**src/rtl/rsi_pkg.sv**
```systemverilog
// Shared constants and types for the row stencil iterator.
// Used by rsi_ctrl, rsi_datapath and row_stencil_iterator; no dependencies.
package rsi_pkg;

  // Defaults for the top-level parameters
  localparam int DEF_MAX_COLUMNS = 64;
  localparam int DEF_SAMPLE_BITS = 24;

  // Fixed port widths
  localparam int VALUE_BITS      = 24;
  localparam int COLUMN_BITS     = 6;
  localparam int ROW_LENGTH_BITS = 7;
  localparam int ITER_BITS       = 16;
  localparam int CFG_INDEX_BITS  = 2;
  localparam int CFG_DATA_BITS   = 16;

  // Register indexes
  localparam logic [CFG_INDEX_BITS-1:0] REG_ROW_LENGTH      = 2'd0;
  localparam logic [CFG_INDEX_BITS-1:0] REG_ITERATION_COUNT = 2'd1;

  // Register reset values
  localparam logic [ROW_LENGTH_BITS-1:0] ROW_LENGTH_RESET      = 7'd64;
  localparam logic [ITER_BITS-1:0]       ITERATION_COUNT_RESET = 16'd10;

  // Shortest row the stencil handles
  localparam int MIN_LENGTH = 3;

  // Stencil weights over 500, oldest tap (j-2) first
  localparam int WIN_TAPS   = 5;
  localparam int W_M2       = 160;
  localparam int W_M1       = 155;
  localparam int W_C0       = 100;
  localparam int W_P1       = 60;
  localparam int W_P2       = 25;
  localparam int ROUND_BIAS = 250;
  // acc/500 is taken as (acc>>2)/125
  localparam int QUOT_DIVISOR = 125;

  // Commands from controller to datapath
  typedef struct packed {
    logic load_we;     // write the loaded sample
    logic rd_en;       // read the source row
    logic emit;        // the read is a result, not a sweep tap
    logic last;        // final column of the emitted row
    logic sweep_init;  // clear window and column count
    logic swap;        // exchange source and destination rows
    logic row_init;    // source row back to buffer A
  } rsi_cmd_t;

endpackage

```
**src/rtl/rsi_datapath.sv**
```systemverilog
// Datapath for the row stencil iterator: ping-pong row memories, tap window,
// weighted sum, divide by 500 by reciprocal multiply, result register.
// Depends on rsi_pkg; commanded by rsi_ctrl.
module rsi_datapath #(
  parameter int MAX_COLUMNS = rsi_pkg::DEF_MAX_COLUMNS,
  parameter int SAMPLE_BITS = rsi_pkg::DEF_SAMPLE_BITS
) (
  input  logic                                clk,
  input  logic                                rst,
  input  rsi_pkg::rsi_cmd_t                   cmd,
  input  logic [$clog2(MAX_COLUMNS)-1:0]      load_addr,
  input  logic [$clog2(MAX_COLUMNS)-1:0]      rd_addr,
  input  logic [rsi_pkg::VALUE_BITS-1:0]      in_value,
  output logic                                pipe_empty,
  output logic                                result_valid,
  output logic [rsi_pkg::VALUE_BITS-1:0]      out_value,
  output logic [rsi_pkg::COLUMN_BITS-1:0]     out_column,
  output logic                                last_flag
);
  import rsi_pkg::*;

  localparam int CW = $clog2(MAX_COLUMNS);
  localparam int SB = SAMPLE_BITS;
  localparam int AW = SB + 9;       // weighted sum plus bias
  localparam int YW = SB + 7;       // sum / 4
  localparam int MW = YW - 6;       // reciprocal of 125
  localparam int LW = 16;           // low split of the multiply
  localparam int HW = YW - LW;
  localparam int PW = YW + MW;
  localparam logic [MW-1:0] RECIP = MW'((64'd1 << YW) / 64'(QUOT_DIVISOR));
  localparam logic [SB-1:0] SAMPLE_MAX = {SB{1'b1}};

  // Row memories
  logic [SB-1:0] mem_a [MAX_COLUMNS];
  logic [SB-1:0] mem_b [MAX_COLUMNS];
  logic          src_sel;           // 0: source row is A

  logic          rd_valid;
  logic [SB-1:0] rd_data;
  logic [CW-1:0] emit_col;

  // Tap window, win[0] newest
  logic [SB-1:0] win [WIN_TAPS];
  logic [2:0]    fill;
  logic [CW-1:0] col_cnt;
  logic          s0_valid;

  logic          s1_valid, s1_first;
  logic [CW-1:0] s1_col;
  logic [SB-1:0] s1_center;
  logic [AW-1:0] s1_acc;

  logic          s2_valid, s2_first;
  logic [CW-1:0] s2_col;
  logic [SB-1:0] s2_center;
  logic [YW-1:0] s2_y;
  logic [LW+MW-1:0] s2_pl;
  logic [HW+MW-1:0] s2_ph;

  logic          s3_valid, s3_first;
  logic [CW-1:0] s3_col;
  logic [SB-1:0] s3_center;
  logic [YW-1:0] s3_y;
  logic [MW-1:0] s3_q0;

  logic [AW-1:0] sum;
  logic [YW-1:0] y_in;
  logic [PW-1:0] prod;
  logic [YW-1:0] rem;
  logic [MW-1:0] quot;
  logic [SB-1:0] wr_val;
  logic          we_a, we_b;
  logic [CW-1:0] wa_a;
  logic [SB-1:0] wd_a;

  // Sweep writes go to the row that is not the source
  assign we_a = cmd.load_we || (s3_valid && src_sel);
  assign we_b = s3_valid && !src_sel;
  assign wa_a = cmd.load_we ? load_addr : s3_col;
  assign wd_a = cmd.load_we ? SB'(in_value) : wr_val;

  always_ff @(posedge clk) begin
    if (we_a) begin
      mem_a[wa_a] <= wd_a;
    end
  end

  always_ff @(posedge clk) begin
    if (we_b) begin
      mem_b[s3_col] <= wr_val;
    end
  end

  // Registered read of the source row
  always_ff @(posedge clk) begin
    if (cmd.rd_en) begin
      rd_data <= src_sel ? mem_b[rd_addr] : mem_a[rd_addr];
    end
    emit_col  <= rd_addr;
    last_flag <= cmd.rd_en && cmd.last;
  end

  always_ff @(posedge clk) begin
    if (rst) begin
      src_sel      <= 1'b0;
      rd_valid     <= 1'b0;
      result_valid <= 1'b0;
    end else begin
      if (cmd.row_init) begin
        src_sel <= 1'b0;
      end else if (cmd.swap) begin
        src_sel <= !src_sel;
      end
      rd_valid     <= cmd.rd_en && !cmd.emit;
      result_valid <= cmd.rd_en && cmd.emit;
    end
  end

  assign out_value  = VALUE_BITS'(rd_data);
  assign out_column = COLUMN_BITS'(emit_col);

  // Window shift; full after five taps
  always_ff @(posedge clk) begin
    if (rd_valid) begin
      for (int i = WIN_TAPS - 1; i > 0; i--) begin
        win[i] <= win[i-1];
      end
      win[0] <= rd_data;
    end
  end

  always_ff @(posedge clk) begin
    if (rst) begin
      fill     <= '0;
      col_cnt  <= '0;
      s0_valid <= 1'b0;
    end else if (cmd.sweep_init) begin
      fill     <= '0;
      col_cnt  <= '0;
      s0_valid <= 1'b0;
    end else begin
      s0_valid <= rd_valid && (fill == 3'(WIN_TAPS - 1));
      if (rd_valid && fill != 3'(WIN_TAPS - 1)) begin
        fill <= fill + 3'd1;
      end
      if (s0_valid) begin
        col_cnt <= col_cnt + CW'(1);
      end
    end
  end

  // Weighted five-point sum with rounding bias
  assign sum = AW'(win[4]) * AW'(W_M2) + AW'(win[3]) * AW'(W_M1)
             + AW'(win[2]) * AW'(W_C0) + AW'(win[1]) * AW'(W_P1)
             + AW'(win[0]) * AW'(W_P2) + AW'(ROUND_BIAS);

  assign y_in = s1_acc[AW-1:2];
  assign prod = (PW'(s2_ph) << LW) + PW'(s2_pl);

  // Quotient correction: q0 is exact or one low
  assign rem  = s3_y - YW'(s3_q0) * YW'(QUOT_DIVISOR);
  assign quot = (rem >= YW'(QUOT_DIVISOR)) ? s3_q0 + MW'(1) : s3_q0;
  always_comb begin
    if (s3_first) begin
      wr_val = s3_center;
    end else if (quot > MW'(SAMPLE_MAX)) begin
      wr_val = SAMPLE_MAX;
    end else begin
      wr_val = SB'(quot);
    end
  end

  // Pipeline valids
  always_ff @(posedge clk) begin
    if (rst) begin
      s1_valid <= 1'b0;
      s2_valid <= 1'b0;
      s3_valid <= 1'b0;
    end else begin
      s1_valid <= s0_valid;
      s2_valid <= s1_valid;
      s3_valid <= s2_valid;
    end
  end

  // Pipeline payload
  always_ff @(posedge clk) begin
    s1_col    <= col_cnt;
    s1_first  <= col_cnt == '0;
    s1_center <= win[2];
    s1_acc    <= sum;

    s2_col    <= s1_col;
    s2_first  <= s1_first;
    s2_center <= s1_center;
    s2_y      <= y_in;
    s2_pl     <= (LW+MW)'(y_in[LW-1:0]) * (LW+MW)'(RECIP);
    s2_ph     <= (HW+MW)'(y_in[YW-1:LW]) * (HW+MW)'(RECIP);

    s3_col    <= s2_col;
    s3_first  <= s2_first;
    s3_center <= s2_center;
    s3_y      <= s2_y;
    s3_q0     <= MW'(prod >> YW);
  end

  assign pipe_empty = !(rd_valid || s0_valid || s1_valid || s2_valid || s3_valid);

endmodule

```
**config.mk**
```make
export PLATFORM = sky130hd
export DESIGN_NAME = rsi_datapath
export DESIGN_NICKNAME = d
export VERILOG_FILES = /design/src/rtl/rsi_pkg.sv /design/src/rtl/rsi_datapath.sv
export SDC_FILE = /design/constraint.sdc
export NUM_CORES = 2
export LEC_CHECK = 0
export BUFFER_PORTS_ARGS = -buffer_cell sky130_fd_sc_hd__buf_2
export CORE_ASPECT_RATIO = 1.1
export CORE_MARGIN = 2
export CORE_UTILIZATION = 55
export CTS_CLUSTER_SIZE = 8
export DETAILED_ROUTE_END_ITERATION = 8
export PLACE_DENSITY = 0.77
export RECOVER_POWER = 100
export SLEW_MARGIN = 10
export SYNTH_ARGS = -nofsm -noshare
export SYNTH_HDL_FRONTEND = slang
export SYNTH_SLANG_ARGS = --single-unit
```
**constraint.sdc**
```tcl
create_clock -name clk -period 12.9 [get_ports clk]
set_clock_uncertainty 0.15 [all_clocks]
set_input_delay 0.645 -clock clk [delete_from_list [all_inputs] [get_ports clk]]
set_output_delay 0.645 -clock clk [all_outputs]
set_load 0.1 [all_outputs]
```
**After elaboration in Yosys (flattened, before gate mapping)**

Memories as Yosys holds them, arrays and structs flattened.
Index checks and enable logic that the tools add are counted.
W data, S select, Z words.

- Input port bits: 45
- Logic and storage cells: 82
- Output and inout bits: 33
- Memories kept: 3
- Memory bits (writable): 3192
- Flip-flop bits (word level): 341

Memory list:

| name | depth | bits a word | read ports | clocked after memory_dff | write ports | RTL line | text |
|---|---|---|---|---|---|---|---|
| mem_a | 64 | 24 | 1 | 0 | 1 | rsi_datapath.sv:34 | `logic [SB-1:0] mem_a [MAX_COLUMNS];` |
| mem_b | 64 | 24 | 1 | 0 | 1 | rsi_datapath.sv:35 | `logic [SB-1:0] mem_b [MAX_COLUMNS];` |
| win | 5 | 24 | 5 | 0 | 5 | rsi_datapath.sv:43 | `logic [SB-1:0] win [WIN_TAPS];` |

- Eq/ne operators: 2
- Multipliers: 8
- Reductions and logical operators: 18
- $lt $le $gt $ge: 2
- Multiplexer cells: 12
- Add/subtract/negate cells: 10

Operators by type and width:

| cell | count |
|---|---|
| $mux W24 | 4 |
| $mul A24 B5 Y29 const B | 2 |
| $add A56 B41 Y56 | 1 |
| $mul A16 B25 Y41 const B | 1 |
| $mul A15 B25 Y40 const B | 1 |
| $add A32 B32 Y33 | 1 |
| $add A33 B29 Y33 | 1 |
| $add A33 B30 Y33 | 1 |
| $add A33 B31 Y33 | 1 |
| $add A33 B8 Y33 const B | 1 |
| $mul A24 B8 Y32 const B | 1 |
| $ge A31 B7 Y1 const B | 1 |
| $mul A25 B7 Y31 const B | 1 |
| $sub A31 B31 Y31 | 1 |
| $mul A24 B4 Y28 const B | 1 |
| $mul A24 B3 Y27 const B | 1 |
| $add A25 B1 Y25 const B | 1 |
| $gt A25 B24 Y1 const B | 1 |
| $mux W25 | 1 |
| $logic_and A1 B1 Y1 | 7 |
| $add A6 B1 Y6 const B | 1 |
| $logic_not A6 Y1 | 1 |
| $mux W1 | 6 |
| $mux W6 | 1 |
| other kinds (6) | 13 |

**Longest topological paths before layout**

- Depth in word-level cells: 8
- Mapped depth: 37
- Gate-level depth less buffers: 37

**Worst setup path before layout**

No wires, ideal clock.

- Path kind: register to register
- From: reg s3_q0[5]
- To: mem mem_a[0][18] (netlist name), data pin
- Slack: 3.739 ns
- Setup time: 0.289 ns
- Arrival: 8.721 ns
- Clock period less this slack: 9.161 ns
- Cell stages (with the launch flop): 21
- Required time: 12.461 ns
- Path through: dfxtp_1 > inv_1 > fa_1 > fa_1 > inv_1 > fa_1 > fa_1 > inv_1 > ha_1 > a21oi_4 > o21ai_1 > nor3_2 > a41oi_2 > o21a_1 > or4_1 > a221oi_1 > nand4_1 > nor3_4 > nor4_1 > o31ai_1 > mux2_2

- Word-level cells in the longest chain between the ends: 8
- Elaborated cells between the ends (all ways): 9
- Those cells by class: add/sub (2); mul (1); order compare (2); mux (4)

RTL lines:

| item | RTL line | text |
|---|---|---|
| start, declared | rsi_datapath.sv:64 | `logic [MW-1:0] s3_q0;` |
| start signal, assigned | rsi_datapath.sv:204 | `s3_q0 <= MW'(prod >> YW);` |
| $mul A25 B7 Y31 | rsi_datapath.sv:161 | `assign rem = s3_y - YW'(s3_q0) * YW'(QUOT_DIVISOR);` |
| $sub A31 B31 Y31 | rsi_datapath.sv:161 |  |
| $ge A31 B7 Y1 | rsi_datapath.sv:162 | `assign quot = (rem >= YW'(QUOT_DIVISOR)) ? s3_q0 + MW'(1) : s3_q0;` |
| $mux W25 (*) | rsi_datapath.sv:162 |  |
| $gt A25 B24 Y1 | rsi_datapath.sv:166 | `end else if (quot > MW'(SAMPLE_MAX)) begin` |
| $mux W24 (*) | rsi_datapath.sv:166 |  |
| $mux W24 (*) | rsi_datapath.sv:164 | `if (s3_first) begin` |
| named net wr_val[18] | rsi_datapath.sv:71 | `logic [SB-1:0] wr_val;` |
| $mux W24 (*) | rsi_datapath.sv:80 | `assign wd_a = cmd.load_we ? SB'(in_value) : wr_val;` |
| named net wd_a[18] | rsi_datapath.sv:74 | `logic [SB-1:0] wd_a;` |
| end, declared | rsi_datapath.sv:34 |  |

The timed path passes the listed nets; every way through them passes the cells marked *.

**Final worst setup path**

- From: reg s3_q0[9]
- To: mem mem_a[54][2] (netlist name), data pin

- Word-level cells in the longest chain between the ends: 8
- Elaborated cells between the ends (all ways): 9
- Those cells by class: add/sub (2); mul (1); order compare (2); mux (4)

RTL lines:

| item | RTL line |
|---|---|
| $mul A25 B7 Y31 | rsi_datapath.sv:161 |
| $sub A31 B31 Y31 | rsi_datapath.sv:161 |
| $ge A31 B7 Y1 | rsi_datapath.sv:162 |
| $mux W25 (*) | rsi_datapath.sv:162 |
| $gt A25 B24 Y1 | rsi_datapath.sv:166 |
| $mux W24 (*) | rsi_datapath.sv:166 |
| $mux W24 (*) | rsi_datapath.sv:164 |
| $mux W24 (*) | rsi_datapath.sv:80 |
| named net wd_a[2] | rsi_datapath.sv:74 |

Marked as above.

==> results.json <==
{
  "gr-total-overflow": 0,
  "dpl_worst_slack_ns": 3.67,
  "synthCells": 8759,
  "ys_types": 86,
  "grt_pass1_vias": 92000,
  "worstMarginPinSlew_ns": 8.49,
  "post_drt_wl_per_cell_um": 33.5,
  "drv_cap": 155,
  "synth-edff-count": 3216,
  "crit_family": "simple AND/OR/NAND/NOR gates",
  "antenna_found_initial": 43,
  "firstDrtPassIters": 6,
  "crit_chain": "inv_1, fa_1, fa_1, inv_1, fa_1, inv_1, fa_1, ha_1, a21oi_1, o21ai_0, nor3_2, a41oi_1, o21a_1, or4_1, a221oi_1, nand4_1, nor3_1, nor4_1, mux2_4, buf_4, a31oi_1, clkbuf_2",
  "finalNetCount": 10700,
  "ys_seq_elements": 3513,
  "die_x_um": 520,
  "coreArea_sq_mm": 0.291,
  "endpoint_kind": "register",
  "layout_worst_path_cycle_share": 0.843,
  "die_area_sq_mm": 0.297,
  "via_count": 86500,
  "hold_viol_final": 0,
  "syn_area_per_cell_sq_um": 18.4,
  "setup_tns_ns": 0,
  "crit_type": "register to register",
  "syn_area_sq_mm": 0.161,
  "cts_buffers": 483,
  "drtIter0Drc": 11300,
  "synth_top_family_by_area": "multiplexers",
  "numPortBuffers": 77,
  "syn_nets": 10100,
  "cp.depth": 22,
  "yosys_warnings": 0,
  "final_util": 0.617,
  "synthSimpleGateAreaFrac": 0.0233,
  "path_clk_slew_ns": 0.05,
  "rsz0062_at_grt": "false",
  "outcome": "complete, but fails checks",
  "boundaryPins": 78,
  "slowest_delay_ns": 1.94,
  "fmax_mhz": 92.0,
  "cp_slowest_cell": "nor3_1",
  "ctsResizeCount": 0,
  "min-delay-start": "rst",
  "clkLatencyLatePin_ns": 0.95,
  "synth-compound-area-share": 0.0212,
  "synth_ff_type": "edfxtp_1",
  "fillers": 19500,
  "worstRegToRegCells": 22,
  "worstSetupStartpointType": "register",
  "path_max_fanout": 64,
  "slew_headroom": -4.66,
  "final.min_clock_period_ns": 10.87,
  "arrival_ns": 11.15,
  "drc_errors": 0,
  "cts.path.max_buffers": 4,
  "place.gp.congestion": 0.930,
  "grt_use_total": 0.304,
  "grt_pass1_wl_um": 645000,
  "async_reset_ff_frac": 0,
  "htree_levels": 5,
  "reg2reg_from": "s3_q0[9]$_DFF_P_",
  "cts.sinks": 3513,
  "die-height_um": 571,
  "rows": 208,
  "detail-route-antenna-nets": 0,
  "finalWorstSetupSlack_ns": 2.03,
  "cts_tree": "done",
  "cpMostUsedCell": "fa_1",
  "path_buf_inv": 5,
  "maxSlewViolCount": 4909,
  "vias_per_cell": 6.46,
  "drive_above_1_share": 0.185,
  "area_growth_pct": 11.8,
  "cp-startpoint": "s3_q0[9]$_DFF_P_",
  "yosys.area_share.adder": 0.132,
  "yosysSeqAreaShare": 0.637,
  "grt_max_degree": 147,
  "start_util": 0.552,
  "setup_viol": 0,
  "hold_path.class": "primary input to register",
  "min_path_cells": 2,
  "violations": "max-capacitance violations, max-slew violations",
  "wl_um": 449000,
  "root_buffer": "clkbuf_16",
  "synthMuxAreaShare": 0.144,
  "synth_xor_area_frac": 0.0106,
  "dp_hpwl_um": 256000,
  "cp.required_ns": 13.18
}
-- cell usage in the layout (no fill, tap or decap), drive strengths merged, types with 144 or more instances in the layout --
cell type | Yosys | layout
edfxtp | 3216 | 3216
inv | 1080 | 1086
mux4 | 1008 | 1008
clkbuf | 192 | 875
ha | 748 | 748
fa | 596 | 596
dfxtp | 297 | 297
nor2 | 273 | 273
a21oi | 158 | 158
nand2 | 157 | 157
xnor2 | 144 | 144
-- per-stage QoR --
step           cell area (sq um)  instances  hold WS (ns)
6_report                  180000      13400         0.106
5_1_grt                   180000      13400         0.106
4_1_cts                   181000      13400      0.000778
3_5_place_dp              168000      12700         0.162
3_3_place_gp              168000      12700         0.161
2_1_floorplan             161000       8759         0.160
-- path summary, 6_finish.rpt --
path                             to  slack [ns]
max          mem_a[54][2]$_DFFE_PP_        2.03
min             s2_valid$_SDFF_PP0_        0.11
max reg2reg  mem_a[54][2]$_DFFE_PP_        2.03
min reg2reg    s3_center[4]$_DFF_P_        0.13
-- per-layer routing --
| layer | vias to the layer above | track usage | wire length, um |
|---|---|---|---|
| li1 | 34400 | - | - |
| met1 | 44700 | 0.362 | 147000 |
| met2 | 5933 | 0.506 | 223000 |
| met3 | 1374 | 0.0690 | 46400 |
| met4 | 32 | 0.187 | 32600 |
| met5 | - | 0 | 275 |
-- cell families after synthesis --
kind of cell               Yosys count
buffers and inverters             1346
AOI/OAI and AO/OA                  530
muxes                             1049
adders and majority gates         1344
DFF                               3513
and+or+nand+nor                    783
xor gates and xnor gates           194
-- state kept, by name, indices dropped and copies added (netlist names), 24 cells and up --
register,flops
mem_a,1536
s3_y,31
s2_center,24
s2_y,27
s1_acc,31
s3_q0,25
out_value,24
mem_b,1536
win,120
s2_pl,27
s2_ph,40
s1_center,24
s3_center,24
-- worst register-to-register path, stage by stage, from the launching register on --
cell	delay, ns
dfxtp_1	0.80
inv_1	0.28
fa_1	0.51
fa_1	0.51
inv_1	0.05
fa_1	0.47
inv_1	0.05
fa_1	0.45
ha_1	0.42
a21oi_1	0.24
o21ai_0	0.18
nor3_2	0.22
a41oi_1	0.25
o21a_1	0.26
or4_1	0.39
a221oi_1	0.29
nand4_1	0.19
nor3_1	1.94
nor4_1	0.30
mux2_4	0.52
buf_4	0.29
a31oi_1	0.32
clkbuf_2	1.20
-- synth_stat cells (41+ instances only) --
cell	count	area share
a21o_1	50	0.0023
a21oi_1	157	0.0049
a31oi_1	41	0.0016
buf_1	62	0.0014
clkbuf_1	191	0.0045
dfxtp_1	297	0.037
edfxtp_1	3216	0.60
fa_1	596	0.074
ha_1	748	0.058
inv_1	1080	0.025
mux4_2	1008	0.14
nand2_1	157	0.0037
nand3_1	66	0.0021
nor2_1	273	0.0064
nor2b_1	55	0.0021
nor3_1	60	0.0019
o21ai_0	104	0.0032
xnor2_1	144	0.0078
xor2_1	50	0.0027
-- layout make-up --
type,instances,area (sq um),share of cell area
sequential,3513,103000,0.570
multi-input combinational,3900,53500,0.297
clock buffer,647,12800,0.0712
tap,3885,4860,0.0270
inverter,1080,4060,0.0225
timing repair buffer,315,1590,0.00883
clock inverter,23,482,0.00268
antenna,23,57.6,0.000320
-- timing repair --
item / 4_1_cts / 5_1_grt
buffers inserted: 0 / 0
hold buffers: 6 / 0
hold endpoints to repair: 6 / 0
setup endpoints to repair: 0 / 0
Power is left out: the tool's default activity adds up to more than one toggle a clock period on the data nets, which glitch-free logic cannot reach.
