[src/rtl/rsi_pkg.sv]
// Shared constants and types for the row stencil iterator.
// Used by rsi_ctrl, rsi_datapath and row_stencil_iterator; no dependencies.
package rsi_pkg;

  // Defaults for the top-level parameters
  localparam int DEF_MAX_COLUMNS = 64;
  localparam int DEF_SAMPLE_BITS = 24;

  // Fixed port widths
  localparam int VALUE_BITS      = 24;
  localparam int COLUMN_BITS     = 6;
  localparam int ROW_LENGTH_BITS = 7;
  localparam int ITER_BITS       = 16;
  localparam int CFG_INDEX_BITS  = 2;
  localparam int CFG_DATA_BITS   = 16;

  // Register indexes
  localparam logic [CFG_INDEX_BITS-1:0] REG_ROW_LENGTH      = 2'd0;
  localparam logic [CFG_INDEX_BITS-1:0] REG_ITERATION_COUNT = 2'd1;

  // Register reset values
  localparam logic [ROW_LENGTH_BITS-1:0] ROW_LENGTH_RESET      = 7'd64;
  localparam logic [ITER_BITS-1:0]       ITERATION_COUNT_RESET = 16'd10;

  // Shortest row the stencil handles
  localparam int MIN_LENGTH = 3;

  // Stencil weights over 500, oldest tap (j-2) first
  localparam int WIN_TAPS   = 5;
  localparam int W_M2       = 160;
  localparam int W_M1       = 155;
  localparam int W_C0       = 100;
  localparam int W_P1       = 60;
  localparam int W_P2       = 25;
  localparam int ROUND_BIAS = 250;
  // acc/500 is taken as (acc>>2)/125
  localparam int QUOT_DIVISOR = 125;

  // Commands from controller to datapath
  typedef struct packed {
    logic load_we;     // write the loaded sample
    logic rd_en;       // read the source row
    logic emit;        // the read is a result, not a sweep tap
    logic last;        // final column of the emitted row
    logic sweep_init;  // clear window and column count
    logic swap;        // exchange source and destination rows
    logic row_init;    // source row back to buffer A
  } rsi_cmd_t;

endpackage

[src/rtl/rsi_ctrl.sv]
// Controller for the row stencil iterator: load, sweep, drain and emit sequencing.
// Depends on rsi_pkg; drives rsi_datapath through rsi_cmd_t.
module rsi_ctrl #(
  parameter int MAX_COLUMNS = rsi_pkg::DEF_MAX_COLUMNS
) (
  input  logic                                   clk,
  input  logic                                   rst,
  input  logic                                   start,
  output logic                                   busy,
  input  logic [$clog2(MAX_COLUMNS+1)-1:0]       len,
  input  logic [rsi_pkg::ITER_BITS-1:0]          iter,
  input  logic                                   pipe_empty,
  output rsi_pkg::rsi_cmd_t                      cmd,
  output logic [$clog2(MAX_COLUMNS)-1:0]         load_addr,
  output logic [$clog2(MAX_COLUMNS)-1:0]         rd_addr
);
  import rsi_pkg::*;

  localparam int CW   = $clog2(MAX_COLUMNS);
  localparam int LENW = $clog2(MAX_COLUMNS + 1);
  localparam int RW   = $clog2(MAX_COLUMNS + WIN_TAPS);

  typedef enum logic [3:0] {
    ST_LOAD  = 4'b0001,
    ST_SWEEP = 4'b0010,
    ST_DRAIN = 4'b0100,
    ST_EMIT  = 4'b1000
  } state_t;

  state_t                state, state_next;
  logic [LENW-1:0]       load_cnt, load_cnt_next;
  logic [ITER_BITS-1:0]  sweep_cnt, sweep_cnt_next;
  logic [RW-1:0]         rd_cnt, rd_cnt_next;
  logic [CW-1:0]         rd_ptr, rd_ptr_next;

  logic                  room;
  logic [LENW-1:0]       cnt_inc;
  logic [CW-1:0]         sweep_first;
  logic                  ptr_at_end;
  logic [ITER_BITS-1:0]  sweep_inc;

  assign room        = load_cnt < LENW'(MAX_COLUMNS);
  assign cnt_inc     = room ? load_cnt + LENW'(1) : load_cnt;
  // First tap of a sweep is column len-2 (periodic wrap)
  assign sweep_first = CW'(len - LENW'(2));
  assign ptr_at_end  = LENW'(rd_ptr) == len - LENW'(1);
  assign sweep_inc   = sweep_cnt + ITER_BITS'(1);

  assign busy      = state != ST_LOAD;
  assign load_addr = CW'(load_cnt);
  assign rd_addr   = rd_ptr;

  // Next-state and command decode
  always_comb begin
    state_next     = state;
    load_cnt_next  = load_cnt;
    sweep_cnt_next = sweep_cnt;
    rd_cnt_next    = rd_cnt;
    rd_ptr_next    = rd_ptr;
    cmd            = '0;
    unique case (state)
      ST_LOAD: begin
        if (start) begin
          cmd.load_we = room;
          if (cnt_inc >= len) begin
            load_cnt_next  = '0;
            sweep_cnt_next = '0;
            rd_cnt_next    = '0;
            cmd.row_init   = 1'b1;
            if (iter == '0) begin
              rd_ptr_next = '0;
              state_next  = ST_EMIT;
            end else begin
              cmd.sweep_init = 1'b1;
              rd_ptr_next    = sweep_first;
              state_next     = ST_SWEEP;
            end
          end else begin
            load_cnt_next = cnt_inc;
          end
        end
      end
      ST_SWEEP: begin
        // len+4 reads: columns len-2 .. len-1, 0 .. len-1, 0, 1
        cmd.rd_en   = 1'b1;
        rd_ptr_next = ptr_at_end ? '0 : rd_ptr + CW'(1);
        rd_cnt_next = rd_cnt + RW'(1);
        if (rd_cnt == RW'(len) + RW'(WIN_TAPS - 2)) begin
          state_next = ST_DRAIN;
        end
      end
      ST_DRAIN: begin
        // wait for the last write of the sweep
        if (pipe_empty) begin
          cmd.swap    = 1'b1;
          rd_cnt_next = '0;
          if (sweep_inc == iter) begin
            rd_ptr_next = '0;
            state_next  = ST_EMIT;
          end else begin
            sweep_cnt_next = sweep_inc;
            cmd.sweep_init = 1'b1;
            rd_ptr_next    = sweep_first;
            state_next     = ST_SWEEP;
          end
        end
      end
      ST_EMIT: begin
        cmd.rd_en   = 1'b1;
        cmd.emit    = 1'b1;
        cmd.last    = ptr_at_end;
        rd_ptr_next = rd_ptr + CW'(1);
        if (ptr_at_end) begin
          rd_ptr_next = '0;
          state_next  = ST_LOAD;
        end
      end
      default: begin
        state_next = ST_LOAD;
      end
    endcase
  end

  // State and counters
  always_ff @(posedge clk) begin
    if (rst) begin
      state     <= ST_LOAD;
      load_cnt  <= '0;
      sweep_cnt <= '0;
      rd_cnt    <= '0;
      rd_ptr    <= '0;
    end else begin
      state     <= state_next;
      load_cnt  <= load_cnt_next;
      sweep_cnt <= sweep_cnt_next;
      rd_cnt    <= rd_cnt_next;
      rd_ptr    <= rd_ptr_next;
    end
  end

endmodule

[config.mk]
export PLATFORM = sky130hd
export DESIGN_NAME = rsi_ctrl
export DESIGN_NICKNAME = d
export VERILOG_FILES = /design/src/rtl/rsi_pkg.sv /design/src/rtl/rsi_ctrl.sv
export SDC_FILE = /design/constraint.sdc
export NUM_CORES = 1
export LEC_CHECK = 0
export ABC_AREA = 1
export BUFFER_PORTS_ARGS = -buffer_cell sky130_fd_sc_hd__buf_2
export CORE_ASPECT_RATIO = 0.6
export CORE_MARGIN = 2
export CORE_UTILIZATION = 35
export CTS_BUF_LIST = sky130_fd_sc_hd__clkbuf_4
export DETAILED_ROUTE_END_ITERATION = 7
export GPL_TIMING_DRIVEN = 0
export PLACE_DENSITY = 0.59
export SKIP_LAST_GASP = 1
export SYNTH_ARGS = -nofsm -noshare
export SYNTH_HDL_FRONTEND = slang
export SYNTH_SLANG_ARGS = --single-unit
export TNS_END_PERCENT = 30
[constraint.sdc]
create_clock -name clk -period 5.91 [get_ports clk]
set_clock_uncertainty 0.05 [all_clocks]
set_input_delay 1.773 -clock clk [delete_from_list [all_inputs] [get_ports clk]]
set_output_delay 1.773 -clock clk [all_outputs]
set_load 0.01 [all_outputs]
# --- Yosys cells after proc, flatten, opt, wreduce, memory -nomap -nowiden ---
# Index checks and enable logic that the tools add are counted.
word_totals:
  wordCells: 78
  output_inout_bits: 20
  register_bits: 40
op_classes:
  reduce_logical: 10
  eq_ne: 14
  mux: 40
  n_addsub: 7
  order_cmp: 2
op_table:
  columns: ["operator", "count"]
  rows:
  - ["$mux W16", 4]
  - ["$mux W6", 6]
  - ["$mux W7", 5]
  - ["$pmux W16 S2", 1]
  - ["$mux W4", 7]
  - ["$pmux W7 S3", 1]
  - ["$pmux W6 S3", 1]
  - ["$add A16 B1 Y16 const B", 1]
  - ["$eq A16 B16 Y1", 1]
  - ["$logic_not A16 Y1", 1]
  - ["$pmux W4 S4", 1]
  - ["$add A7 B1 Y7 const B", 2]
  - ["$ne A2 B2 Y1 const B", 6]
  - ["$mux W1", 11]
  - ["$reduce_and A5 Y1", 2]
  - ["$reduce_and A4 Y1", 2]
  - ["$add A7 B2 Y7 const B", 1]
  - ["$eq A6 B7 Y1", 1]
  - ["$eq A7 B7 Y1", 1]
  - ["$ge A7 B7 Y1", 1]
  - ["$lt A7 B7 Y1 const B", 1]
  - ["$sub A7 B1 Y7 const B", 1]
  - ["$add A6 B1 Y6 const B", 1]
  - ["$reduce_bool A3 Y1", 2]
  - ["other kinds (11)", 12]

# --- Longest topological paths before layout ---
# Gate-level depths: netlist of the first run.
logic_depth:
  depth_word: 6
  ltp_mapped: 18
  mapped_depth_nobuf: 18

# --- Worst setup path after synthesis of the first run ---
# OpenSTA, ideal clock, no wires.
synth_timing:
  path_kind: "input-to-output"
  startpoint: "input len[5]"
  endpoint: "output cmd[2] (netlist bit)"
  t_required_ns: 4.087
  arrival_ns: 3.119
  setup_slack_ns: 0.968
  stages: 10
  cell_sequence: "clkbuf_1 inv_1 ha_1 nand2_1 o21a_1 nand3_1 nand2_1 inv_1 nand2_1 nand2_1"
synth_rtl:
  columns: ["item", "line", "text"]
  rows:
  - ["start: declaration", "rsi_ctrl.sv:10", "input logic [$clog2(MAX_COLUMNS+1)-1:0] len,"]
  - ["end: declaration", "rsi_ctrl.sv:13", "output rsi_pkg::rsi_cmd_t cmd,"]

==> results of run 1 <==
[sequential cells by signal, summed over array words and instances, names as in the netlist]
signal and count:
rd_cnt 7, state 4, load_cnt 7, sweep_cnt 16, rd_addr 6
[cells by family (layout without fill, tap and decap cells)]
kind of cell	Yosys count	in the layout	share of synthesized area
compound gates	60	60	0.0919
xor+xnor	21	21	0.0495
fa+ha+maj	15	15	0.0505
buf+inv	112	164	0.121
flops	40	40	0.215
simple gates	392	392	0.471
[power by group]
part	internal (mW)	switching, mW	total (mW)
clock network	0.0501	0.107	0.157
logic	0.194	0.352	0.546
registers	0.311	0.0506	0.362
total	0.555	0.509	1.06
[placed cells by master (no fill, tap or decap), types with 2 or more instances in the layout]
cell type,netlist,routed
clkbuf_4,0,6
clkinv_1,1,2
xnor2_1,5,5
nand3_1,72,72
nand4_1,24,24
buf_4,6,6
nor4_1,2,2
o31ai_1,2,2
a21oi_1,29,29
o22ai_1,3,3
nor2_4,6,6
nand3b_1,6,6
a211oi_1,2,2
ha_1,15,15
o21ai_0,16,16
dfxtp_1,40,40
nand2_2,2,2
nor3_2,2,2
nor3_1,5,5
a21oi_2,5,5
buf_2,1,45
or2_2,3,3
inv_1,95,95
nand2_1,185,185
clkbuf_1,8,8
nor2_1,82,82
xor2_1,16,16
[through the flow]
step,util,worst slack [ns],total power [mW]
after floorplan,-,0.968,0.744
final,0.399,0.397,1.06
after detailed placement,0.394,0.459,0.905
after global routing,0.399,0.315,1.16
after global placement,0.394,0.470,0.894
after CTS,0.399,0.441,1.06
[worst reg2reg max path: stages (launching register included)]
cell and delay [ns]:
dfxtp_1 0.49, nand2_1 0.09, nor3_1 0.27, nand3_1 0.14
xor2_1 0.27, inv_1 0.08, ha_1 0.30, nand2_1 0.08
o21a_1 0.19, nand3_1 0.21, nor2_1 0.09, nor2_1 0.17
nand2_1 0.26, nor2_4 0.28, nand2_4 0.13, buf_6 0.17
nand2_1 0.08, a21oi_2 0.05
[cell type report]
type,instances,area [um2]
multi-input combinational,488,2470
clock buffer,6,45.0
tap,139,174
clock inverter,2,11.3
inverter,96,360
sequential,40,801
buffer,16,91.3
fill,1187,6280
timing repair buffer,44,220
[metal layers]
| layer | vias to the layer above | track usage |
|---|---|---|
| met3 | 10 | 0.0498 |
| met4 | 0 | 0.0366 |
| met2 | 140 | 0.265 |
| met1 | 1929 | 0.340 |
| met5 | - | 0 |
| li1 | 2153 | - |
[path summary, 6_finish.rpt]
path	cells after the start	endpoint	slack [ns]
worst max-delay path	12	cmd[3]	0.40
worst min-delay path	2	sweep_cnt[15]	0.44
worst max register to register	17	sweep_cnt[11]	2.41
worst min register to register	2	sweep_cnt[15]	0.44
==> qor.yml, run 1 <==
clocking:
  clk_pin_slew_ns: 0.14
  cts.repair.resized: 0
  post_cts_buffers: 0
  ctsRootBufferMaster: "clkbuf_4"
  numCtsBuffers: 5
  cts_buffer_depth: 2
  cts_tree: "done"
  insertion_delay_ns: 0.37
  ctsHoldBuffers: 0
  htree_levels: 2
  clock-sinks: 40
sta:
  hold_viol_final: 0
  relSlewSlack: 0.468
  period_minus_slack_ns: 5.51
  rsz0062_at_grt: "no"
  hold_slack_ns: 0.439
  drv_slew: 0
  finalSetupTns_ns: 0
  setup_viol: 0
  worst_slew_pin_slew_ns: 0.794
  fin_crit_sh: 0.933
  clock.fmax_mhz: 181
hold_path:
  hp-start: "sweep_cnt[15]"
  hold_path.class: "reg -> reg"
final_layout:
  final_area_um2: 4170
  nets: 733
  drive_gt1_frac: 0.117
  insertedDiodeCount: 0
  area_delta_synth_final_pct: 12.1
  finalNonFillerCells: 831
drt:
  num_vias: 4232
  routed.top_layer: "met4"
  met1_length_mm: 6.35
  wl_met2_mm: 4.43
  post_drt_via_cell_ratio: 5.09
  routed_wl_mm: 11.8
  drt_pre_antenna_iters: 4
  drtIter0Drc: 441
  detail_route.wl_per_cell_um: 14.2
  drc_errors: 0
  wl_met3_um: 929
  drtAntennaViolNets: 0
placed_design:
  gp_congestion: 0.961
  dpl.hpwl_mm: 9.58
  numPortBuffers: 44
  dp.cells: 823
  place_area_um2: 4110
worst_setup_path:
  arrival_ns: 3.69
  crit_fanout: 8
  crit_chain: "buf_2 -> inv_1 -> ha_1 -> nand2_1 -> nand2_1 -> xor2_1 -> nor2_1 -> nand2_1 -> nor2_1 -> inv_1 -> nor2_1 -> buf_2"
  end_kind: "output port"
  start_kind: "input pin"
  critical_path_buf_inv_count: 4
  reg2reg_from: "load_cnt[2]"
  critPathKind: "in -> out"
  cp-startpoint: "len[0]"
  critPathRequiredTime_ns: 4.09
  slowest_stage: "ha_1"
  path_delay_family: "simple AND/OR/NAND/NOR gates"
  cpPeakStageDelay_ns: 0.25
grt:
  grt_pass1_wl_mm: 18.6
  globalRouteOverflowTotal: 0
  antenna_found_initial: 0
  grt_max_degree: 13
  grt_pass1_vias: 3600
  grt_usage: 0.207
synth:
  synth_nets: 682
  syn_inst: 640
  synth_area_leader_cell: "dfxtp_1"
  yosysUniqueCellTypes: 33
  yosysSeqAreaShare: 0.215
  synthTopCellsByArea: "dfxtp_1, nand2_1, nand3_1, inv_1, nor2_1"
  syn_area_um2: 3720
  synth-seq-cells: 40
  yosys.area.top_type_share: 0.215
  ys_top_cells_by_count: "nand2_1, inv_1, nor2_1, nand3_1, dfxtp_1"
  synth.avg_cell_area_um2: 5.81
  async_flop_share: 0
  synth_edf_count: 0
  ys.flop_type: "dfxtp_1"
  ys_warn_count: 0
  synth.most_common_cell: "nand2_1"
pwr:
  leakage_nw: 2.00
  ir_worst_vdd_uv: 145
  power.density_nw_per_um2: 255
floorplan:
  core_area_um2: 10500
  die_w_um: 137
  initial_core_util: 0.356
  io_pins: 47
  die-height_um: 83.8
  die_area_um2: 11500
  fp-row-count: 29
run_status:
  status: "finished, final reports clean"
flow_run:
  max-cap-violations: 0
Note: power is estimated with default switching activity, not from simulation.
==> run 2, diff against run 1 <==
CORE_ASPECT_RATIO = default   (was 0.6)
==> run 2 against run 1 <==
Effect of this change: fmax is 2.9% higher; die area is 0.23% lower; worst hold slack better by 0.0017 ns; sequential share of layout area is 0.10 points higher; critical path type unchanged.
==> qor.yml, run 2 (synthesized netlist as in run 1, its figures left out) <==
worst_setup_path:
  r2r_cells: 17  # unchanged
  arrival_ns: 3.53  # -0.16 ns
  start_kind: "input pin"
  cpMostUsedCell: "nand2_1"
  cp-startpoint: "len[3]"
  crit_fanout: 8  # unchanged
  reg2reg_to: "sweep_cnt[11]"
  reg2reg_from: "load_cnt[2]"
  critPathRequiredTime_ns: 4.09  # about the same
  end_kind: "output port"
  crit_chain: "clkbuf_1 -> inv_1 -> ha_1 -> nand2_1 -> nor2_1 -> nand4_1 -> nand3_1 -> nand2_1 -> inv_1 -> nand2_1 -> nand2_1 -> buf_2"
  crit_end: "cmd[2]"
  slowest_stage: "ha_1"
  cpPeakStageDelay_ns: 0.34  # +0.09 ns
  critPathKind: "in -> out"
  regToRegSetupSlack_ns: 2.63  # +0.22 ns
placed_design:
  dp.cells: 820  # -0.36%
  dpl.hpwl_mm: 8.62  # -10%
  numPortBuffers: 44  # unchanged
  place_area_um2: 4110  # about the same
  gp_congestion: 0.895  # -6.9%
grt:
  grt_pass1_wl_mm: 17.7  # -5.1%
  grt_usage: 0.188  # -0.0188
  grt_pass1_vias: 3815  # +6.0%
  grt_max_degree: 11  # -2
  antenna_found_initial: 0  # unchanged
  globalRouteOverflowTotal: 0  # unchanged
pwr:
  sequentialPowerShare: 0.351  # +0.011
  leakage_nw: 1.99  # -0.32%
  switchingPower_uw: 482  # -5.4%
  power.density_nw_per_um2: 248  # -3.0%
  power_switching_share: 0.469  # -0.00893
  ir_worst_vdd_uv: 127  # -13%
  internal-power_uw: 545  # -1.9%
  clockPowerShare: 0.127  # -0.021
  finalPower_mw: 1.03  # -3.6%
  pwr-share-comb: 0.522  # +0.010
clocking:
  numCtsBuffers: 5  # unchanged
  clk_pin_slew_ns: 0.12  # -0.02 ns
  ctsHoldBuffers: 0  # unchanged
  ctsRootBufferMaster: "clkbuf_4"
  insertion_delay_ns: 0.35  # -0.02 ns
  post_cts_buffers: 0  # unchanged
  cts.repair.resized: 0  # unchanged
  clock-sinks: 40  # unchanged
  htree_levels: 2  # unchanged
  cts_tree: "done"
  cts_buffer_depth: 2  # unchanged
drt:
  drc_errors: 0  # unchanged
  drt_pre_antenna_iters: 5  # +1
  drtAntennaViolNets: 0  # unchanged
  detail_route.wl_per_cell_um: 12.9  # -9.2%
  drtIter0Drc: 245  # -44%
  post_drt_via_cell_ratio: 5.00  # -1.7%
  num_vias: 4128  # -2.5%
  routed_wl_mm: 10.6  # -9.9%
sta:
  period_minus_slack_ns: 5.36  # -0.156 ns
  setup_viol: 0  # unchanged
  drv_slew: 0  # unchanged
  relSlewSlack: 0.507  # +0.0388
  hold_slack_ns: 0.441  # +0.00175 ns
  clock.fmax_mhz: 187  # +2.9%
  hold_viol_final: 0  # unchanged
  rsz0062_at_grt: "no"
  finalSetupTns_ns: 0  # unchanged
  worst_slew_pin_slew_ns: 0.736  # -0.0579 ns
  fin_crit_sh: 0.906  # -0.0264
final_layout:
  final_area_um2: 4150  # -0.54%
  top_regs: "sweep_cnt x16, load_cnt x7, rd_cnt x7"
  area_delta_synth_final_pct: 11.5
  nets: 733  # unchanged
  largest-register: "sweep_cnt"
  drive_gt1_frac: 0.115  # -0.00239
  fillers: 1152  # -2.9%
  largest_register_ffs: 16  # unchanged
  final_cell_mix: "nand2_1, inv_1, nor2_1"
  layout_commonest_cell: "nand2_1"
  finalNonFillerCells: 825  # -0.72%
  insertedDiodeCount: 0  # unchanged
floorplan:
  core_area_um2: 10300  # -1.2%
  fp-row-count: 37  # +28%
  die-height_um: 107  # +28%
  die_area_um2: 11500  # -0.23%
  io_pins: 47  # unchanged
  die_w_um: 107  # -22%
  initial_core_util: 0.360  # +0.00436
run_status:
  status: "finished, final reports clean"
hold_path:
  hold_path.class: "reg -> reg"
flow_run:
  max-cap-violations: 0  # unchanged
run 2: changes by cell type in the layout (fill, tap and decap cells not counted):
cell / delta
clkinv_1: -1
clkinvlp_4: -1
clkbuf_4: -1
run 2: layer usage:
| layer | share of wire | up-vias | GRT usage |
|---|---|---|---|
| met5 | 0 | - | 0 |
| met4 | 0.0096 | 0 | 0.0399 |
| met3 | 0.042 | 11 | 0.0231 |
| met2 | 0.44 | 81 | 0.302 |
| met1 | 0.51 | 1887 | 0.270 |
| li1 | - | 2149 | - |
run 2: area by class of cell:
| cell class | instances | area, um2 | share of cell area |
|---|---|---|---|
| plain buffers | 16 | 91.3 | 0.0220 |
| clock buffers | 5 | 37.5 | 0.00905 |
| inverters | 96 | 360 | 0.0869 |
| multi-input cells | 488 | 2470 | 0.595 |
| flip-flops and latches | 40 | 801 | 0.193 |
| well taps | 136 | 170 | 0.0410 |
| repair buffers | 44 | 220 | 0.0531 |
run 2: through the flow:
step	util	worst slack [ns]
floorplan	-	0.968
global placement	0.398	0.582
detailed placement	0.398	0.535
CTS	0.402	0.529
global route	0.402	0.364
finish	0.402	0.553
run 2: power by group through the flow:
| stage | sequential, mW | clock (mW) | combinational [mW] |
|---|---|---|---|
| final | 0.361 | 0.130 | 0.536 |
| after global routing | 0.366 | 0.151 | 0.609 |
| after CTS | 0.359 | 0.140 | 0.534 |
| after detailed placement | 0.365 | 0 | 0.531 |
| after global placement | 0.364 | 0 | 0.520 |
| after floorplan | 0.361 | 0 | 0.383 |
run 2: worst min-delay path by stage:
stage	startpoint	slack [ns]	to	cells after the start
floorplan	sweep_cnt[15]	0.40	sweep_cnt[15]	2
global placement	sweep_cnt[15]	0.42	sweep_cnt[15]	2
detailed placement	sweep_cnt[15]	0.42	sweep_cnt[15]	2
CTS	sweep_cnt[15]	0.44	sweep_cnt[15]	2
global route	sweep_cnt[15]	0.45	sweep_cnt[15]	2
finish	sweep_cnt[15]	0.44	sweep_cnt[15]	2
run 2: worst max-delay path, delay by kind of cell:
kind	cells	cell delay [ns]
adder cells (fa/ha/maj)	1	0.34
AND/OR/NAND/NOR	7	0.70
buffers and inverters	4	0.71
